## config.mk

```make
export PLATFORM = sky130hd
export DESIGN_NAME = bignum_word_stream_properties_top
export DESIGN_NICKNAME = d
export VERILOG_FILES = /design/src/design/bwsp_pkg.sv /design/src/design/bwsp_zero_count.sv /design/src/design/bignum_word_stream_properties_top.sv
export SDC_FILE = /design/constraint.sdc
export NUM_CORES = 1
export LEC_CHECK = 0
export BUFFER_PORTS_ARGS = -buffer_cell sky130_fd_sc_hd__buf_2
export CORE_MARGIN = 5
export CORE_UTILIZATION = 50
export CTS_BUF_LIST = sky130_fd_sc_hd__clkbuf_2 sky130_fd_sc_hd__clkbuf_4 sky130_fd_sc_hd__clkbuf_8
export DETAILED_ROUTE_END_ITERATION = 10
export HOLD_SLACK_MARGIN = 0.08
export PLACE_DENSITY_LB_ADDON = 0.3
export SYNTH_ARGS = -nofsm -noshare
export SYNTH_HDL_FRONTEND = slang
export SYNTH_SLANG_ARGS = --single-unit
```

## constraint.sdc

```tcl
create_clock -name i_clk -period 6.7 [get_ports i_clk]
set_input_delay 1.34 -clock i_clk [delete_from_list [all_inputs] [get_ports i_clk]]
set_output_delay 1.34 -clock i_clk [all_outputs]
set_load 0.005 [all_outputs]
```

## src/design/bwsp_pkg.sv

```systemverilog
// Package for the big-integer word stream properties block.
// Holds the transaction payload types and the shared constants; no dependencies.
`default_nettype none

package bwsp_pkg;

    localparam int unsigned MAX_WORDS_DEFAULT = 1024;
    localparam logic [63:0] HASH_INIT = 64'h8484_8484_8484_8484;

    localparam int unsigned BIT_LENGTH_W = 17;
    localparam int unsigned USED_WORDS_W = 11;
    localparam int unsigned TRAIL_ZEROS_W = 16;

    typedef struct packed {
        logic [63:0] word;
        logic        last_word;
    } t_in_item;

    typedef struct packed {
        logic [BIT_LENGTH_W-1:0]  bit_length;
        logic [USED_WORDS_W-1:0]  used_words;
        logic [63:0]              hash_value;
        logic                     is_zero;
        logic                     is_one;
        logic                     is_even;
        logic [TRAIL_ZEROS_W-1:0] trailing_zeros;
        logic                     is_pow2;
        logic                     too_long;
    } t_out_item;

    // Per-word scan result passed from the zero counter to the top level.
    typedef struct packed {
        logic       nonzero;
        logic [5:0] lead_zeros;
        logic [5:0] trail_zeros;
    } t_word_scan;

endpackage : bwsp_pkg

`default_nettype wire

```

## src/design/bwsp_zero_count.sv

```systemverilog
// Leading and trailing zero counter for one 64-bit word.
// Depends on bwsp_pkg for the t_word_scan result type.
`default_nettype none

module bwsp_zero_count
    import bwsp_pkg::*;
(
    input  wire logic [63:0] i_word,
    output t_word_scan       o_scan
);

    logic [63:0] rev_word;

    // Six halving steps; a zero word is never used by the caller.
    function automatic logic [5:0] count_lead(input logic [63:0] v);
        logic [63:0] cur;
        logic [5:0]  n;
        cur = v;
        n   = '0;
        for (int k = 5; k >= 0; k--) begin
            if ((cur >> (64 - (1 << k))) == 64'd0) begin
                n[k] = 1'b1;
                cur  = cur << (1 << k);
            end
        end
        return n;
    endfunction

    always_comb begin
        for (int i = 0; i < 64; i++) begin
            rev_word[i] = i_word[63 - i];
        end
    end

    assign o_scan.nonzero     = (i_word != 64'd0);
    assign o_scan.lead_zeros  = count_lead(i_word);
    assign o_scan.trail_zeros = count_lead(rev_word);

endmodule : bwsp_zero_count

`default_nettype wire

```

## src/design/bignum_word_stream_properties_top.sv

```systemverilog
// Top level of the big-integer word stream properties block.
// Depends on bwsp_pkg and bwsp_zero_count.
//
//  Channel | Direction | Handshake                 | Payload
//  --------+-----------+---------------------------+------------------------------
//  in      | input     | i_in_valid / o_in_ready   | i_in_data  (t_in_item)
//  out     | output    | o_out_valid / i_out_ready | o_out_data (t_out_item)
//
// A new input transaction can be accepted in every cycle, except while a closing
// word waits in the input register. While a word sits in the input register, the
// per-word update (rotate, XOR, zero counts) and the closing computation run
// combinationally into the state and result registers; a closing word's result
// is registered as the word leaves the input register. Reset is synchronous and
// active low; it clears the stream state and both valid flags. While a finished
// result waits on the output, words that do not close a number still flow; only
// a closing word in the input register waits, and with it the input channel.
`default_nettype none

module bignum_word_stream_properties_top
    import bwsp_pkg::*;
#(
    parameter int unsigned MAX_WORDS = MAX_WORDS_DEFAULT
) (
    input  wire logic      i_clk,
    input  wire logic      i_rst_n,
    input  wire logic      i_in_valid,
    output logic           o_in_ready,
    input  wire t_in_item  i_in_data,
    output logic           o_out_valid,
    input  wire logic      i_out_ready,
    output t_out_item      o_out_data
);

    // Position counters hold values up to MAX_WORDS; bit counts add six bits.
    localparam int unsigned POS_W  = $clog2(MAX_WORDS + 1);
    localparam int unsigned FULL_W = POS_W + 6;
    localparam int unsigned BITS_W = (FULL_W > BIT_LENGTH_W) ? FULL_W : BIT_LENGTH_W;
    localparam int unsigned USED_W = (POS_W > USED_WORDS_W) ? POS_W : USED_WORDS_W;
    localparam logic [POS_W-1:0] MAX_POS = POS_W'(MAX_WORDS);

    // Input register.
    logic     r_s1_valid;
    t_in_item r_s1_data;
    logic     s1_advance;
    logic     s1_fire;

    // Stream state.
    logic [63:0]       r_running_hash, n_running_hash;
    logic [63:0]       r_hash_at_top, n_hash_at_top;
    logic [POS_W-1:0]  r_word_pos, n_word_pos;
    logic [POS_W-1:0]  r_top_pos, n_top_pos;
    logic [5:0]        r_top_lz, n_top_lz;
    logic              r_seen_nonzero, n_seen_nonzero;
    logic [FULL_W-1:0] r_low_zeros, n_low_zeros;
    logic              r_first_clear, n_first_clear;
    logic              r_overflowed, n_overflowed;

    // Result register.
    logic      r_out_valid;
    t_out_item r_out_data;
    t_out_item n_out_data;

    t_word_scan scan;

    logic [FULL_W-1:0] bits_full;
    logic [FULL_W-1:0] tz_full;
    logic [BITS_W-1:0] bits_wide;
    logic [BITS_W-1:0] tz_wide;
    logic [USED_W-1:0] used_wide;
    logic              res_zero;
    logic              res_one;
    logic              res_pow2;

    // A closing word may only move on when the result register is free.
    assign s1_advance  = !r_s1_data.last_word || !r_out_valid || i_out_ready;
    assign s1_fire     = r_s1_valid && s1_advance;
    assign o_in_ready  = !r_s1_valid || s1_advance;
    assign o_out_valid = r_out_valid;
    assign o_out_data  = r_out_data;

    bwsp_zero_count u_zero_count (
        .i_word (r_s1_data.word),
        .o_scan (scan)
    );

    // Per-word state update as the number is built up.
    always_comb begin
        n_running_hash = r_running_hash;
        n_hash_at_top  = r_hash_at_top;
        n_word_pos     = r_word_pos;
        n_top_pos      = r_top_pos;
        n_top_lz       = r_top_lz;
        n_seen_nonzero = r_seen_nonzero;
        n_low_zeros    = r_low_zeros;
        n_first_clear  = r_first_clear;
        n_overflowed   = r_overflowed;
        if (r_word_pos < MAX_POS) begin
            n_running_hash = {r_running_hash[60:0], r_running_hash[63:61]}
                             ^ r_s1_data.word;
            if (r_word_pos == '0) begin
                n_first_clear = !r_s1_data.word[0];
            end
            if (scan.nonzero) begin
                n_hash_at_top = n_running_hash;
                n_top_pos     = r_word_pos + POS_W'(1);
                n_top_lz      = scan.lead_zeros;
                if (!r_seen_nonzero) begin
                    n_low_zeros    = {r_word_pos, scan.trail_zeros};
                    n_seen_nonzero = 1'b1;
                end
            end
            n_word_pos = r_word_pos + POS_W'(1);
        end else begin
            n_overflowed = 1'b1;
        end
    end

    // Closing computation from the updated state.
    always_comb begin
        res_zero  = !n_seen_nonzero;
        bits_full = res_zero ? '0
                             : ({n_top_pos, 6'd0} - FULL_W'(n_top_lz));
        res_one   = (bits_full == FULL_W'(1));
        tz_full   = (res_zero || res_one) ? '0 : n_low_zeros;
        if (res_zero) begin
            res_pow2 = 1'b0;
        end else if (res_one) begin
            res_pow2 = 1'b1;
        end else begin
            res_pow2 = ((n_low_zeros + FULL_W'(1)) == bits_full);
        end
        bits_wide = BITS_W'(bits_full);
        tz_wide   = BITS_W'(tz_full);
        used_wide = res_zero ? '0 : USED_W'(n_top_pos);

        n_out_data.bit_length      = bits_wide[BIT_LENGTH_W-1:0];
        n_out_data.used_words      = used_wide[USED_WORDS_W-1:0];
        n_out_data.hash_value      = res_zero ? 64'd0 : n_hash_at_top;
        n_out_data.is_zero         = res_zero;
        n_out_data.is_one          = res_one;
        n_out_data.is_even         = res_zero || n_first_clear;
        n_out_data.trailing_zeros  = tz_wide[TRAIL_ZEROS_W-1:0];
        n_out_data.is_pow2         = res_pow2;
        n_out_data.too_long        = n_overflowed;
    end

    // Control and stream state.
    always_ff @(posedge i_clk) begin
        if (!i_rst_n) begin
            r_s1_valid     <= 1'b0;
            r_out_valid    <= 1'b0;
            r_running_hash <= HASH_INIT;
            r_hash_at_top  <= '0;
            r_word_pos     <= '0;
            r_top_pos      <= '0;
            r_top_lz       <= '0;
            r_seen_nonzero <= 1'b0;
            r_low_zeros    <= '0;
            r_first_clear  <= 1'b1;
            r_overflowed   <= 1'b0;
        end else begin
            if (o_in_ready) begin
                r_s1_valid <= i_in_valid;
            end
            if (s1_fire && r_s1_data.last_word) begin
                r_out_valid <= 1'b1;
            end else if (i_out_ready) begin
                r_out_valid <= 1'b0;
            end
            if (s1_fire) begin
                if (r_s1_data.last_word) begin
                    // The number is closed; start the next one from scratch.
                    r_running_hash <= HASH_INIT;
                    r_hash_at_top  <= '0;
                    r_word_pos     <= '0;
                    r_top_pos      <= '0;
                    r_top_lz       <= '0;
                    r_seen_nonzero <= 1'b0;
                    r_low_zeros    <= '0;
                    r_first_clear  <= 1'b1;
                    r_overflowed   <= 1'b0;
                end else begin
                    r_running_hash <= n_running_hash;
                    r_hash_at_top  <= n_hash_at_top;
                    r_word_pos     <= n_word_pos;
                    r_top_pos      <= n_top_pos;
                    r_top_lz       <= n_top_lz;
                    r_seen_nonzero <= n_seen_nonzero;
                    r_low_zeros    <= n_low_zeros;
                    r_first_clear  <= n_first_clear;
                    r_overflowed   <= n_overflowed;
                end
            end
        end
    end

    // Payload registers.
    always_ff @(posedge i_clk) begin
        if (o_in_ready && i_in_valid) begin
            r_s1_data <= i_in_data;
        end
        if (s1_fire && r_s1_data.last_word) begin
            r_out_data <= n_out_data;
        end
    end

    // The word counter never runs past the maximum.
    a_pos_bounded: assert property (@(posedge i_clk) disable iff (!i_rst_n)
        r_word_pos <= MAX_POS)
        else $error("word position beyond the maximum");

    // A closing word that moves on leaves a fresh stream state behind.
    a_state_cleared: assert property (@(posedge i_clk) disable iff (!i_rst_n)
        (s1_fire && r_s1_data.last_word) |=>
            (r_word_pos == '0 && !r_seen_nonzero && r_running_hash == HASH_INIT))
        else $error("stream state not cleared after a closing word");

    // A stalled closing word stays in the input register.
    a_close_held: assert property (@(posedge i_clk) disable iff (!i_rst_n)
        (r_s1_valid && !s1_advance) |=> (r_s1_valid && r_s1_data.last_word))
        else $error("stalled closing word was lost");

    // A zero result carries no hash and no length, is even and is no power of two.
    a_zero_result: assert property (@(posedge i_clk) disable iff (!i_rst_n)
        (r_out_valid && r_out_data.is_zero) |->
            (r_out_data.hash_value == 64'd0 && r_out_data.bit_length == '0
             && r_out_data.is_even && !r_out_data.is_pow2))
        else $error("inconsistent zero result");

endmodule : bignum_word_stream_properties_top

`default_nettype wire

```

; ---- After elaboration in Yosys (flattened, before gate mapping)
; Index checks and enable logic that the tools add are counted.
[totals]
register_bits = 356
in_bits = 69
[classes]
n_addsub = 3
order_cmp = 1
n_eq_ne = 2
muxes = 51
bitwise = 1
reduce_logical = 30
[ops]
columns = cell, n
row1 = $mux W64, 15
row2 = $logic_not A64 Y1, 12
row3 = $mux W17, 5
row4 = $reduce_bool A64 Y1, 1
row5 = $xor A64 B64 Y64, 1
row6 = $mux W11, 5
row7 = $mux W1, 23
row8 = $mux W6, 3
row9 = $add A17 B1 Y17 const B, 1
row10 = $eq A17 B1 Y1 const B, 1
row11 = $eq A17 B17 Y1, 1
row12 = $sub A17 B6 Y17, 1
row13 = $add A11 B1 Y11 const B, 1
row14 = $logic_not A11 Y1, 1
row15 = $lt A11 B11 Y1 const B, 1
row16 = $logic_not A1 Y1, 5
row17 = $logic_or A1 B1 Y1, 5
row18 = $reduce_bool A2 Y1, 2
row19 = $logic_and A1 B1 Y1, 3
row20 = $reduce_and A2 Y1, 1

; ---- Logic depth before layout (Yosys ltp)
; Gate-level depths: netlist of the first run.
[logic_depth]
word_depth = 18
depth_mapped = 25

; ---- Modules after synthesis
; A second synthesis of the first run with hierarchy kept.
[hier_totals]
cells_unflattened = 1683
hier_area_um2 = 16829.9
[modules_own_cells]
columns = module, n_inst, cells_per_inst, area_per_inst_um2, seq_area_each_um2
row1 = bignum_word_stream_properties_top, 1, 1463, 15526.1, 8908.5
row2 = bwsp_zero_count, 1, 220, 1303.8, 0.0

; ---- Least setup slack after synthesis of the first run
; No wires, ideal clock.
[synth_timing]
path_type = input port to flip-flop
startpoint = input port i_out_ready
endpoint = register r_s1_data[0] (netlist bit), enable pin
setup_time_ns = 0.527
t_arrival_ns = 4.706
path_slack_ns = 1.467
cell_stages = 2
n_path_buf = 0
cell_sequence = nor2b_1 a31oi_1
[synth_between]
elab_chain_len = 3
[synth_lines]
columns = item, line
row1 = "start, declared", bignum_word_stream_properties_top.sv:30  ; input wire logic i_out_ready,
row2 = $logic_or A1 B1 Y1, bignum_word_stream_properties_top.sv:75  ; assign s1_advance = !r_s1_data.last_word || !r_out_valid || i_out_ready;
row3 = $logic_or A1 B1 Y1, bignum_word_stream_properties_top.sv:77  ; assign o_in_ready = !r_s1_valid || s1_advance;
row4 = $logic_and A1 B1 Y1, bignum_word_stream_properties_top.sv:199  ; if (o_in_ready && i_in_valid) begin
row5 = "end signal, assigned", bignum_word_stream_properties_top.sv:200  ; r_s1_data <= i_in_data;
row6 = "end, declared", bignum_word_stream_properties_top.sv:43  ; t_in_item r_s1_data;
; No other way between the ends.
; A chain may end at the register's enable or synchronous reset.

==> out/summary.txt, run 1 <==
status: complete, no violations
number of antenna violations at the first check in global routing: 1
Worst Hold End: r_overflowed
leakage dissipation: 0.00740 uW
Gate Count Post-Synth: 1677
Min Clock Period, post-route: 6.38 ns
post-DR wirelength/cell: 23.0 um
Max Cap Viol: 0
power density cells: 252 mW/mm^2
gp weighted congestion: 1.09
clock skew: 0.0370 ns
Sink Count: 356
Register-to-Register Setup Slack: 0.32 ns
Top FF cell, synth: edfxtp_1
All-Layer GR Usage: 28.7%
CTS tree: done
Crit path required time: 7.04 ns
RR Startpoint: r_s1_data[52]
asr flop ratio synth: 0%
synthesis warning total: 0
Setup crit start kind: flip-flop
Syn Area/Cell: 9.96 um^2
Multi-input gate area: 0.00736 mm^2
Worst Hold Launch: r_overflowed
vias in the first global route: 13600
Worst Path Arrival: 6.73 ns
post-layout total power: 4880 uW
first-pass GRT wire length: 81.4 mm
setup violators final: 0
vias: 13800
Die Y-Extent: 193 um
slew margin rel.: 25.2%
Synth area leader: edfxtp_1
Post-Route WL: 53.9 mm
peak supply drop: 0.000159 V
Initial Utilization: 50.2%
setup TNS after final layout: 0 ns
fin crit share: 95.3%
critical path depth: 18
Clk Latency, worst-skew pair: 0.62 ns
Filler cells: 2897
top cells by area, synth: edfxtp_1 32%, dfxtp_1 21%, a22oi_1 5.1%, nand2_1 4.7%, nor2b_1 4.5%
CP cell instances: or4_4 > or4b_1 > nor2_4 > a31oi_1 > a2111oi_0 > o211ai_1 > and2_1 > inv_2 > ha_1 > o2111ai_4 > a21o_1 > a21oi_1 > nand3_1 > mux2_2 > o41a_1 > nor4_4 > or2_2 > nor2_1
Seq. cell area: 0.00891 mm^2
worst hold path class: reg -> reg
Num CTS Buffers: 57
slowest cell on the critical path: a2111oi_0
Via density: 5.86
core area: 0.0333 mm^2
Least-Margin Pin Slew: 1.12 ns
Placed Instances: 2237
HPWL after DPL: 39.0 mm
H-tree levels: 2
EDFF count, synth: 178
Finished Layout Cells: 2345
RSZ-0062 raised after global routing: false
Top delay family on crit path: simple AND/OR/NAND/NOR gates
IO Count: 184
share of cells above drive strength 1: 20.0%
syn_nets: 1750
sequential area share after synthesis: 53.4%
GRT overflow: 0
Cells on Worst Hold Path: 2
Mapped Area: 0.0167 mm^2
post-layout util: 58.2%
Unique masters post-synth: 90
CP max stage delay: 0.73 ns
Pre-antenna DRT Iters: 5
critical path peak fanout: 16
Buf/Inv on CP: 1
CTS clk-pin slew, worst paths: 0.06 ns
CTS Root Cell: clkbuf_8
FF+latch count, synth: 356
Iteration-0 DRC Markers: 1040
Longest Clk Path Bufs: 3
Final Hold Viols: 0
max-slew violation count: 0
Rows: 67
r2r endpoint: o_out_data[13]
worst r2r path cells: 18
Worst setup EP type: flip-flop
# nets final: 1921
synthesis-to-layout area growth: 15.9%
count of input and output buffers: 183
post-synth top area share: 32.0%
critical path class: reg -> reg
# DRC: 0
DRT antenna net count: 0
DIE AREA: 0.0371 mm^2
chip width: 193 um
largest net degree at the start of global routing: 85
fmax: 157 MHz
## layout make-up
class / count / area share, %
sequential: 356 / 46.0
multi-input combinational: 1198 / 38.0
timing repair buffer: 224 / 6.34
clock buffer: 96 / 5.82
tap: 448 / 2.90
clock inverter: 11 / 0.666
inverter: 11 / 0.226
antenna: 1 / 0.0129
## metrics by stage
step	cell area [um^2]	worst slack [ns]	hold WS (ns)
after floorplan	16700	1.47	0.422
after global placement	18100	0.395	0.447
after detailed placement	18100	0.347	0.457
after CTS	19400	0.333	0.474
after global routing	19400	0.176	0.508
final	19400	0.316	0.468
## cells in the mapped netlist (9+ instances only)
| cell type | n |
|---|---|
| nor2b_1 | 121 |
| nand2b_1 | 10 |
| nand2_1 | 209 |
| a21oi_1 | 71 |
| nand4_1 | 9 |
| a22oi_1 | 113 |
| nor2_1 | 102 |
| o21ai_0 | 95 |
| nor4_1 | 14 |
| and2_1 | 52 |
| edfxtp_1 | 178 |
| and3_1 | 9 |
| mux2i_1 | 17 |
| nand3_1 | 79 |
| inv_1 | 9 |
| clkbuf_1 | 96 |
| nor3_1 | 23 |
| xnor2_1 | 42 |
| dfxtp_1 | 178 |
| xor2_1 | 65 |
| o211ai_1 | 20 |
## worst register-to-register path: stages, from the launching register on
cell and delay, ns:
edfxtp_1 0.51, or4_4 0.54, or4b_1 0.64, nor2_4 0.37, a31oi_1 0.26, a2111oi_0 0.73, o211ai_1 0.30, and2_1 0.25
inv_2 0.19, ha_1 0.31, o2111ai_4 0.21, a21o_1 0.20, a21oi_1 0.19, nand3_1 0.10, mux2_2 0.28, o41a_1 0.37
nor4_4 0.22, or2_2 0.35, nor2_1 0.10
## power by group
part / leakage [uW] / internal [uW] / switching [uW]
logic: 0.00360 / 150 / 268
clock network: 0.000673 / 1170 / 845
registers: 0.00314 / 2370 / 72.2
## state kept, by name, summed over array words and instances, names as in the netlist, 6 cells and up
signal and count:
r_hash_at_top 64, r_running_hash 64, r_low_zeros 17, r_top_lz 6
r_word_pos 11, r_s1_data 65, r_top_pos 11, o_out_data 113
## cell usage in the layout (no fill, tap or decap), drive strengths merged, types with 5 or more instances in the layout
master and n:
o211ai 20, a31oi 9, o21ai 101, nand3 80
nor3 25, mux2i 18, or2 10, buf 224
nor4 20, nor2 105, nand2 209, and3 9
or4 8, edfxtp 178, inv 10, xor2 65
clkbuf 96, dfxtp 178, and4 5, nand2b 10
o31ai 6, a21boi 5, nand3b 5, nor2b 121
a21o 5, a211o 5, clkinv 8, a21oi 73
xnor2 42, a211oi 7, a22oi 113, nand4 9
and2 52
## layer usage
layer / vias to the layer above / share of wire, % / track usage [%]
li1: 6388 / - / -
met1: 6663 / 40 / 35.2
met2: 549 / 48 / 48.2
met3: 149 / 5.6 / 4.20
met4: 2 / 6.4 / 16.3
met5: - / 0.026 / 0
## worst max path at each step
stage	start	end	slack (ns)
final	r_s1_data[52]	o_out_data[13]	0.32
after global routing	r_s1_data[29]	o_out_data[10]	0.18
after CTS	r_s1_data[52]	o_out_data[17]	0.33
after detailed placement	r_s1_data[52]	o_out_data[8]	0.35
after global placement	r_s1_data[52]	o_out_data[16]	0.39
after floorplan	i_out_ready	r_s1_data[0]	1.47
## what timing repair did
| item | in CTS | in global routing |
|---|---|---|
| gates resized for setup | 0 | 1 |
| hold buffers | 0 | 0 |
| buffers inserted | 0 | 0 |
| setup endpoints to repair | 0 | 2 |
## cell families after synthesis
logic type,share of synthesized area (%)
mux,1.38
flops,53.4
xor+xnor,5.61
simple gates,20.9
compound gates,15.4
fa+ha+maj,0.300
buf+inv,2.99
Note: power is estimated with default switching activity, not from simulation.
==> run 2: changes to the inputs <==
--- a/config.mk
+++ b/config.mk
@@ -7,7 +7,7 @@
 export LEC_CHECK = 0
 export BUFFER_PORTS_ARGS = -buffer_cell sky130_fd_sc_hd__buf_2
 export CORE_MARGIN = 5
-export CORE_UTILIZATION = 50
+export CORE_UTILIZATION = 61
 export CTS_BUF_LIST = sky130_fd_sc_hd__clkbuf_2 sky130_fd_sc_hd__clkbuf_4 sky130_fd_sc_hd__clkbuf_8
 export DETAILED_ROUTE_END_ITERATION = 10
 export HOLD_SLACK_MARGIN = 0.08
==> run 2 against run 1 <==
Against the previous run: design area shrank 1.1%; flip-flop and latch count is the same; critical path type unchanged; core utilization grew 13 points; sequential power is essentially flat; maximum frequency grew 3.2%; critical endpoint is now o_out_data[1].
==> out/summary.txt, run 2 (same netlist as run 1, synthesis figures left out) <==
max reg flops: 113 (unchanged)
Post-Route WL: 52.9 mm (-1.9%)
Iteration-0 DRC Markers: 1584 (+52%)
hold_buf cts: 0 (unchanged)
Least-Margin Pin Slew: 1.20 ns (+0.0822 ns)
Setup crit start kind: flip-flop
Num CTS Buffers: 54 (-5.3%)
IO Count: 184 (unchanged)
largest net degree at the start of global routing: 119 (+40%)
ant diodes: 0 (-1)
number of antenna violations at the first check in global routing: 1 (unchanged)
DRT antenna net count: 0 (unchanged)
Via density: 6.34 (+8.1%)
worst hold path class: reg -> reg
Worst setup EP type: flip-flop
CTS tree: done
Max Cap Viol: 0 (unchanged)
slew margin rel.: 19.9% (-5.3 points)
worst r2r path cells: 19 (+1)
synthesis-to-layout area growth: 14.6%
Sink Count: 356 (unchanged)
power density cells: 253 mW/mm^2 (+0.43%)
fmax: 162 MHz (+3.2%)
critical path depth: 19 (+1)
Filler cells: 2002 (-31%)
CP Launch Point: r_s1_data[43]
fin crit share: 92.4% (-2.9 points)
setup violators final: 0 (unchanged)
Crit path required time: 7.18 ns (+0.14 ns)
Buf/Inv on CP: 1 (unchanged)
commonest non-fill, non-tap cell in the layout: nand2_1
chip width: 175 um (-9.0%)
post-DR wirelength/cell: 23.8 um (+3.4%)
Multi-input gate area: 0.00736 mm^2 (unchanged)
Worst Path Arrival: 6.66 ns (-0.07 ns)
CP cell instances: nor4_2 > nand4_1 > buf_4 > nor4_1 > o32ai_1 > and2_1 > a2111o_1 > a211o_1 > o31ai_4 > ha_1 > o21ai_0 > nor3_1 > nand3b_1 > xnor2_1 > xor2_1 > nand4_1 > or4_1 > a211oi_1 > a41o_1
commonest non-fill, non-tap cells in the layout: 209 x nand2_1, 182 x buf_2, 178 x edfxtp_1
CTS Root Cell: clkbuf_8
clock skew: 0.0205 ns (-0.0165 ns)
Die Y-Extent: 175 um (-9.0%)
DP Area: 0.0179 mm^2 (-0.99%)
Final Hold Viols: 0 (unchanged)
GRT overflow: 0 (unchanged)
core area: 0.0270 mm^2 (-19%)
crit-path most repeated cell: nand4_1
critical path class: reg -> reg
CTS clk-pin slew, worst paths: 0.08 ns (+0.02 ns)
count of input and output buffers: 183 (unchanged)
vias: 14100 (+2.6%)
All-Layer GR Usage: 33.8% (+5.2 points)
gp weighted congestion: 1.07 (-1.9%)
share of cells above drive strength 1: 19.4% (-0.56 points)
Top delay family on crit path: simple AND/OR/NAND/NOR gates
Clk Latency, worst-skew pair: 0.61 ns (about the same)
DIE AREA: 0.0308 mm^2 (-17%)
Min Clock Period, post-route: 6.19 ns (-0.196 ns)
post-route cell area: 0.0191 mm^2 (-1.1%)
# nets final: 1912 (-0.47%)
RR Startpoint: r_s1_data[43]
Longest Clk Path Bufs: 3 (unchanged)
setup repair bufs after CTS: 0 (unchanged)
post-cts resize count: 0 (unchanged)
peak supply drop: 0.000214 V (+35%)
Worst Hold Launch: r_first_clear
first-pass GRT wire length: 81.7 mm (+0.40%)
HPWL after DPL: 37.2 mm (-4.6%)
status: complete, no violations
H-tree levels: 2 (unchanged)
Cells on Worst Hold Path: 2 (unchanged)
slowest cell on the critical path: nor4_2
# DRC: 0 (unchanged)
max-slew violation count: 0 (unchanged)
Pre-antenna DRT Iters: 5 (unchanged)
leakage dissipation: 0.00735 uW (-0.79%)
Seq. cell area: 0.00891 mm^2 (unchanged)
Rows: 60 (-10%)
RSZ-0062 raised after global routing: false
CP max stage delay: 0.54 ns (-0.19 ns)
vias in the first global route: 14100 (+3.2%)
Initial Utilization: 62.0% (+12 points)
Fin Hold WS: 0.480 ns (+0.0123 ns)
critical path peak fanout: 8 (-8)
setup TNS after final layout: 0 ns (unchanged)
## run 2: cell types whose count changed in the layout (fill, tap and decap cells not counted)
cell	previous run	this run
or2_2	9	8
or2_1	1	2
clkbuf_4	31	16
diode_2	1	0
buf_4	42	36
inv_6	0	1
clkbuf_8	65	68
clkinv_2	4	7
clkinvlp_4	1	3
## run 2: final cells by class
class                      count  share of cell area [%]
tap                          341                    2.23
multi-input combinational   1198                    38.4
clock buffer                  84                    5.52
sequential                   356                    46.5
clock inverter                17                   0.876
inverter                      11                   0.229
timing repair buffer         218                    6.17
## run 2: per-stage QoR
| stage | util, % | std cells | power, uW | worst slack [ns] |
|---|---|---|---|---|
| after global placement | 66.5 | 2124 | 2890 | 0.781 |
| after CTS | 71.0 | 2225 | 4850 | 0.583 |
| after floorplan | - | 1677 | 2720 | 1.47 |
| final | 71.0 | 2225 | 4850 | 0.512 |
| after global routing | 71.0 | 2225 | 5020 | 0.172 |
| after detailed placement | 66.5 | 2124 | 2900 | 0.637 |
## run 2: worst register-to-register path, stage by stage (launching register included)
cell,delay [ns]
edfxtp_1,0.48
nor4_2,0.54
nand4_1,0.50
buf_4,0.34
nor4_1,0.40
o32ai_1,0.22
and2_1,0.28
a2111o_1,0.42
a211o_1,0.31
o31ai_4,0.23
ha_1,0.23
o21ai_0,0.14
nor3_1,0.39
nand3b_1,0.15
xnor2_1,0.20
xor2_1,0.17
nand4_1,0.11
or4_1,0.47
a211oi_1,0.25
a41o_1,0.21
## run 2: worst paths after layout
path                            slack, ns            end
worst min register to register       0.48  r_first_clear
worst min-delay path                 0.48  r_first_clear
worst max-delay path                 0.51  o_out_data[1]
worst max register to register       0.51  o_out_data[1]
## run 2: routing by layer
layer	up-vias	GRT usage [%]	routed length (um)
met2	737	57.2	25700
met3	182	4.91	3620
li1	6365	-	-
met1	6817	42.5	20500
met4	2	17.4	3020
met5	-	0	13
## run 2: power by group
group / internal (uW) / switching [uW]
logic: 149 / 270
registers: 2370 / 73.4
clock network: 1120 / 858
